==> src/hdl/sca_pkg.sv <==
// Shared types, constants and codes for the sparse coordinate assembly table.
package sca_pkg;

    localparam int CAPACITY   = 1024;
    localparam int INDEX_BITS = 16;
    localparam int ADDR_W     = $clog2(CAPACITY);
    localparam int CNT_W      = ADDR_W + 1;
    localparam int KEY_W      = 2 * INDEX_BITS;
    localparam int SIZE_W     = 17;
    localparam int VAL_W      = 64;

    typedef enum logic [2:0] {
        CMD_INSERT     = 3'd0,
        CMD_INSERT_ADD = 3'd1,
        CMD_READ       = 3'd2,
        CMD_CLEAR      = 3'd3,
        CMD_SCATTER    = 3'd4
    } t_cmd;

    typedef enum logic [2:0] {
        STS_FOUND    = 3'd0,
        STS_CREATED  = 3'd1,
        STS_ABSENT   = 3'd2,
        STS_FULL     = 3'd3,
        STS_FILTERED = 3'd4
    } t_status;

    typedef enum logic [2:0] {
        ST_IDLE,
        ST_DECODE,
        ST_KEY_RD,
        ST_KEY_CMP,
        ST_MISS,
        ST_VAL_RD,
        ST_VAL_UPD,
        ST_RESP
    } t_state;

    typedef struct packed {
        logic [2:0]              command;
        logic [15:0]             row;
        logic [15:0]             col;
        logic signed [VAL_W-1:0] value;
        logic [3:0]              local_row;
        logic [3:0]              local_col;
        logic                    values_symmetric;
    } t_cmd_item;

    typedef struct packed {
        logic [ADDR_W-1:0]       entry_index;
        logic signed [VAL_W-1:0] read_value;
        logic [2:0]              status;
        logic [SIZE_W-1:0]       matrix_size;
        logic [CNT_W-1:0]        entry_count;
    } t_result;

endpackage

==> src/hdl/sca_sat_add.sv <==
// Saturating 64-bit adder for Q32.32 accumulation.
module sca_sat_add
    import sca_pkg::*;
(
    input  logic signed [VAL_W-1:0] i_a,
    input  logic signed [VAL_W-1:0] i_b,
    output logic signed [VAL_W-1:0] o_sum
);

    logic [VAL_W-1:0] raw;
    logic             ovf;

    // add, then clamp when both operands share a sign that the sum lost
    always_comb begin
        raw = i_a + i_b;
        ovf = (i_a[VAL_W-1] == i_b[VAL_W-1]) && (raw[VAL_W-1] != i_a[VAL_W-1]);
        if (ovf) begin
            o_sum = i_a[VAL_W-1] ? {1'b1, {(VAL_W-1){1'b0}}} : {1'b0, {(VAL_W-1){1'b1}}};
        end else begin
            o_sum = raw;
        end
    end

endmodule

==> config.mk <==
export PLATFORM = sky130hd
export DESIGN_NAME = sca_sat_add
export DESIGN_NICKNAME = d
export VERILOG_FILES = /design/src/hdl/sca_pkg.sv /design/src/hdl/sca_sat_add.sv
export SDC_FILE = /design/constraint.sdc
export NUM_CORES = 1
export LEC_CHECK = 0
export BUFFER_PORTS_ARGS = -buffer_cell sky130_fd_sc_hd__buf_2
export CORE_MARGIN = 8
export CORE_UTILIZATION = 37
export DETAILED_ROUTE_END_ITERATION = 6
export SLEW_MARGIN = 20
export SYNTH_ARGS = -nofsm -noshare
export SYNTH_HDL_FRONTEND = slang
export SYNTH_SLANG_ARGS = --single-unit
export TNS_END_PERCENT = 5
==> constraint.sdc <==
create_clock -name vclk -period 11.35
set_input_delay 2.27 -clock vclk [all_inputs]
set_output_delay 2.27 -clock vclk [all_outputs]
set_load 0.02 [all_outputs]
==> results.yml, run 1 <==
timing:
  hold_ws_ns: 4.94
  tns_ns: 0
  rsz0062_at_grt: "no"
  drv_slew: 0
  fmax_mhz: 127
  timing_hold_violations_final: 0
  finalCriticalPeriod_ns: 7.87
  finalSetupViolCount: 0
  slew-limit-headroom_pct: 59.5
  period_share_pct: 69.4
  tightest_slew_ns: 0.607
drt:
  drt_wl_total_mm: 16.3
  vias: 5493
  drc_errors: 0
  routedWlPerCell_um: 17.0
  routed_via_density: 5.75
  drt_first_pass_iters: 5
  dr.first_iter.drc_count: 452
  drtAntennaViolNets: 0
synth:
  ys_warn_count: 0
  syn_nets: 843
  synth_top_area_cell: "ha_1"
  synth.cell_area_mm2: 0.00443
  postSynthAreaPerCell_um2: 6.80
  synth_top_area_share_pct: 17.8
  synth_cells: 651
  synthTopCellsByArea: "ha_1, o21ai_0, a21oi_1"
  ys_types: 73
  yosysSeqAreaShare_pct: 0
cts:
  cts_setup_buffers: 0
  cts_resized: 0
  cts_hold_buf: 0
floorplan:
  rows: 40
  die_width_um: 125
  boundaryPins: 192
  die_h_um: 125
  die-area_mm2: 0.0157
  core_area_mm2: 0.0119
  floorplan.initialDensity_pct: 37.3
critical_path:
  worstSetupStartpointType: "input pin"
  critPathCaptureType: "output port"
  worstPathMaxFanout: 37
  arrival_ns: 5.60
  cp.required_ns: 9.08
  path_class: "in2out"
global_routing:
  overflow: 0
  grt_pass1_vias: 5688
  track_usage_pct: 19.5
  grt_first_pass_wirelength_mm: 27.2
  antenna_found_initial: 0
  grt_max_degree: 64
placed_design:
  io_buffers: 192
  gp_congestion: 0.913
  dp_hpwl_mm: 13.8
worst_hold_path:
  hold_class: "in2out"
  hold_depth: 3
  hp-start: "i_b[63]"
  holdPathEnd: "o_sum[63]"
power:
  powerDensity_mw_per_mm2: 78.8
  p_int_uw: 160
  seq_power_share_pct: 0
  switching_share_pct: 62.2
  p_leak_uw: 0.00261
  irDropWorstVdd_mv: 0.0476
  p_switching_uw: 263
  clkPwrFrac_pct: 0
  combPwrFrac_pct: 100.0
finish:
  layout.nets: 1002
  antennaDiodeCount: 0
  fill_cells: 1274
  seqCellArea_um2: 0
  synthToLayoutAreaGrowth_pct: 21.3
  drive_above_1_share_pct: 28.8
  clkbuf_count: 0
  seq_cells: 0
run:
  maxCapViolCount: 0
run_status:
  outcome: "finished, final reports clean"
## logic make-up (layout without fill, tap and decap cells)
| family | after synthesis | in the layout | synth area share [%] |
|---|---|---|---|
| AOI/OAI and AO/OA | 296 | 296 | 43.0 |
| and+or+nand+nor | 178 | 178 | 20.9 |
| adders and majority gates | 65 | 65 | 18.5 |
| buffers and inverters | 57 | 214 | 6.67 |
| xor gates and xnor gates | 55 | 55 | 10.9 |
## cell type report
cell class / instances / area (um^2) / area share, %
multi-input cells: 594 / 4130 / 77.0
repair buffers: 194 / 976 / 18.2
well taps: 147 / 184 / 3.43
inverters: 20 / 77.6 / 1.44
## power by group through the flow
stage | clock (uW) | combinational, uW | sequential, uW
finish | 0 | 423 | 0
global route | 0 | 462 | 0
CTS | 0 | 423 | 0
detailed placement | 0 | 420 | 0
global placement | 0 | 421 | 0
floorplan | 0 | 295 | 0
## cells in the mapped netlist, types with 4 or more instances
cell,count
a211o_1,4
a211oi_1,6
a21boi_0,4
a21o_1,36
a21oi_1,76
a21oi_2,7
a221o_1,4
a31oi_1,6
a41oi_1,4
and2_1,8
and3_1,6
buf_2,14
buf_6,4
clkbuf_1,10
clkbuf_2,6
ha_1,63
inv_1,18
nand2_1,50
nand3_1,14
nand4_1,24
nor2_1,27
nor2b_1,7
nor3_1,15
o21a_1,11
o21ai_0,85
o21ai_1,7
o21bai_1,14
or2_2,6
xnor2_1,32
xor2_1,23
## per-stage QoR
stage / area [um^2] / total power (uW) / utilization [%] / cells / worst slack [ns]
floorplan: 4430 / 295 / - / 651 / 4.19
global placement: 5370 / 421 / 45.3 / 955 / 3.58
detailed placement: 5370 / 420 / 45.3 / 955 / 3.48
CTS: 5370 / 423 / 45.3 / 955 / 3.47
global route: 5370 / 462 / 45.3 / 955 / 3.22
finish: 5370 / 423 / 45.3 / 955 / 3.48
## critical path, cell delays in order
cell and delay (ns):
buf_2 0.11, ha_1 0.31, a211oi_1 0.29, o21bai_2 0.14
o2111a_2 0.31, o21ai_4 0.24, a21oi_1 0.10, a211o_1 0.32
a21oi_4 0.52, buf_4 0.45, inv_4 0.08, o2111ai_1 0.10
nand4_1 0.13, buf_2 0.21
## cells in the final DEF (no fill, tap or decap), drive strengths merged, types with 16 or more instances in the layout
cell type,Yosys,routed
a21o,39,39
a21oi,85,85
buf,19,194
ha,63,63
inv,20,20
nand2,51,51
nand4,24,24
nor2,27,27
o21ai,96,96
o21bai,16,16
xnor2,32,32
xor2,23,23
## per-layer routing
metal,part of all wire [%],track usage [%],vias to the layer above
met5,0,0,-
met4,0.79,1.65,0
met3,6.5,2.72,16
met2,46,33.9,200
met1,46,25.7,2520
li1,-,-,2757
## worst max-delay path by stage
stage / slack [ns] / cells after the start / end / start
4_1_cts: 3.47 / 14 / o_sum[60] / i_a[4]
5_1_grt: 3.22 / 14 / o_sum[60] / i_a[42]
2_1_floorplan: 4.19 / 13 / o_sum[60] / i_a[0]
3_5_place_dp: 3.48 / 14 / o_sum[60] / i_a[16]
6_report: 3.48 / 14 / o_sum[60] / i_a[1]
3_3_place_gp: 3.58 / 13 / o_sum[60] / i_a[4]
No activity file was read; power rests on OpenSTA's default activity.
==> run 2, diff against run 1 <==
- clock period: 11.35 -> 8.13 ns (I/O delays scaled with it)
==> run 2 against run 1 <==
Against the previous run:
- count of clock-buffer cells in the layout unchanged
- via count up 0.98%
- critical endpoint unchanged
- worst setup slack worse by 2.0 ns
- utilization unchanged
- flip-flop and latch count unchanged
- largest cell class unchanged
- sequential share of layout area unchanged
- power up 40%
==> results.yml, run 2 (same netlist as run 1, synthesis figures left out) <==
drt:
  vias: 5547
  drtAntennaViolNets: 0
  dr.first_iter.drc_count: 329
  drt_wl_total_mm: 16.4
  drc_errors: 0
  drt_first_pass_iters: 6
  routedWlPerCell_um: 17.2
  routed_via_density: 5.81
cts:
  cts_hold_buf: 0
  cts_setup_buffers: 0
  cts_resized: 0
timing:
  drv_slew: 0
  slew-limit-headroom_pct: 59.2
  timing_hold_violations_final: 0
  finalSetupViolCount: 0
  tns_ns: 0
  finalCriticalPeriod_ns: 6.63
  hold_ws_ns: 3.74
  tightest_slew_ns: 0.611
  period_share_pct: 81.5
  fmax_mhz: 151
  rsz0062_at_grt: "no"
critical_path:
  worstPathMaxFanout: 37
  cp_cell_sequence: "buf_2, ha_1, a21oi_2, o21ai_0, a31oi_1, a21oi_1, a221o_1, a211o_1, a21oi_4, buf_4, inv_4, o2111ai_1, nand4_1, buf_2"
  cp.required_ns: 6.50
  crit_buf_inv: 4
  path_class: "in2out"
  critPathCaptureType: "output port"
  worstSetupStartpointType: "input pin"
  cpMostUsedCell: "buf_2"
  crit_family: "compound AO/OA/AOI/OAI gates"
  arrival_ns: 5.00
  cp_slowest_cell: "a21oi_4"
  slowest_delay_ns: 0.52
finish:
  synthToLayoutAreaGrowth_pct: 21.3
  antennaDiodeCount: 0
  fill_cells: 1247
  multi_input_area_mm2: 0.00413
  drive_above_1_share_pct: 28.8
  seqCellArea_um2: 0
  mostFrequentLayoutCell: "buf_2"
  final_cell_mix: "buf_2, o21ai_0, a21oi_1"
  seq_cells: 0
  clkbuf_count: 0
  layout.nets: 1002
global_routing:
  grt_pass1_vias: 5586
  antenna_found_initial: 0
  grt_max_degree: 44
  overflow: 0
  grt_first_pass_wirelength_mm: 26.9
  track_usage_pct: 19.2
placed_design:
  dp_hpwl_mm: 13.9
  io_buffers: 192
  gp_congestion: 0.944
power:
  powerDensity_mw_per_mm2: 110
  irDropWorstVdd_mv: 0.0562
  p_leak_uw: 0.00261
floorplan:
  die_h_um: 125
  die-area_mm2: 0.0157
  rows: 40
  boundaryPins: 192
  floorplan.initialDensity_pct: 37.3
  die_width_um: 125
  core_area_mm2: 0.0119
run_status:
  outcome: "finished, final reports clean"
worst_hold_path:
  hold_class: "in2out"
  holdPathEnd: "o_sum[63]"
  hold_depth: 3
  hp-start: "i_b[63]"
run:
  maxCapViolCount: 0
==> run 2: area by class of cell <==
class	count	area share, %
timing repair buffer	194	18.2
tap	147	3.43
multi-input combinational	594	77.0
inverter	20	1.44
==> run 2: worst max-delay path by stage <==
stage,to,depth (start not counted),start
finish,o_sum[60],14,i_a[18]
global route,o_sum[60],14,i_a[56]
CTS,o_sum[60],14,i_a[18]
detailed placement,o_sum[60],14,i_a[18]
global placement,o_sum[60],14,i_a[46]
floorplan,o_sum[60],13,i_a[0]
==> run 2: stage by stage <==
step,utilization (%),worst slack (ns),cells,area (um^2),total power [uW]
global placement,45.3,1.57,955,5370,586
floorplan,-,2.26,651,4430,412
finish,45.3,1.50,955,5370,592
CTS,45.3,1.49,955,5370,591
global route,45.3,1.31,955,5370,645
detailed placement,45.3,1.48,955,5370,587
==> run 2: routing by layer <==
layer  vias up  GRT usage, %  wire length, um  part of all wire [%]
li1       2770             -                -                     -
met1      2558          24.7             7380                    45
met2       211          33.6             7690                    47
met3         8          3.78             1200                   7.3
met4         0          1.43              108                  0.66
met5         -             0                0                     0
==> run 2: power by group <==
| group | total, uW | leakage (uW) | internal (uW) | switching (uW) |
|---|---|---|---|---|
| combinational | 592 | 0.00261 | 223 | 369 |
| sequential | 0 | 0 | 0 | 0 |
| clock | 0 | 0 | 0 | 0 |
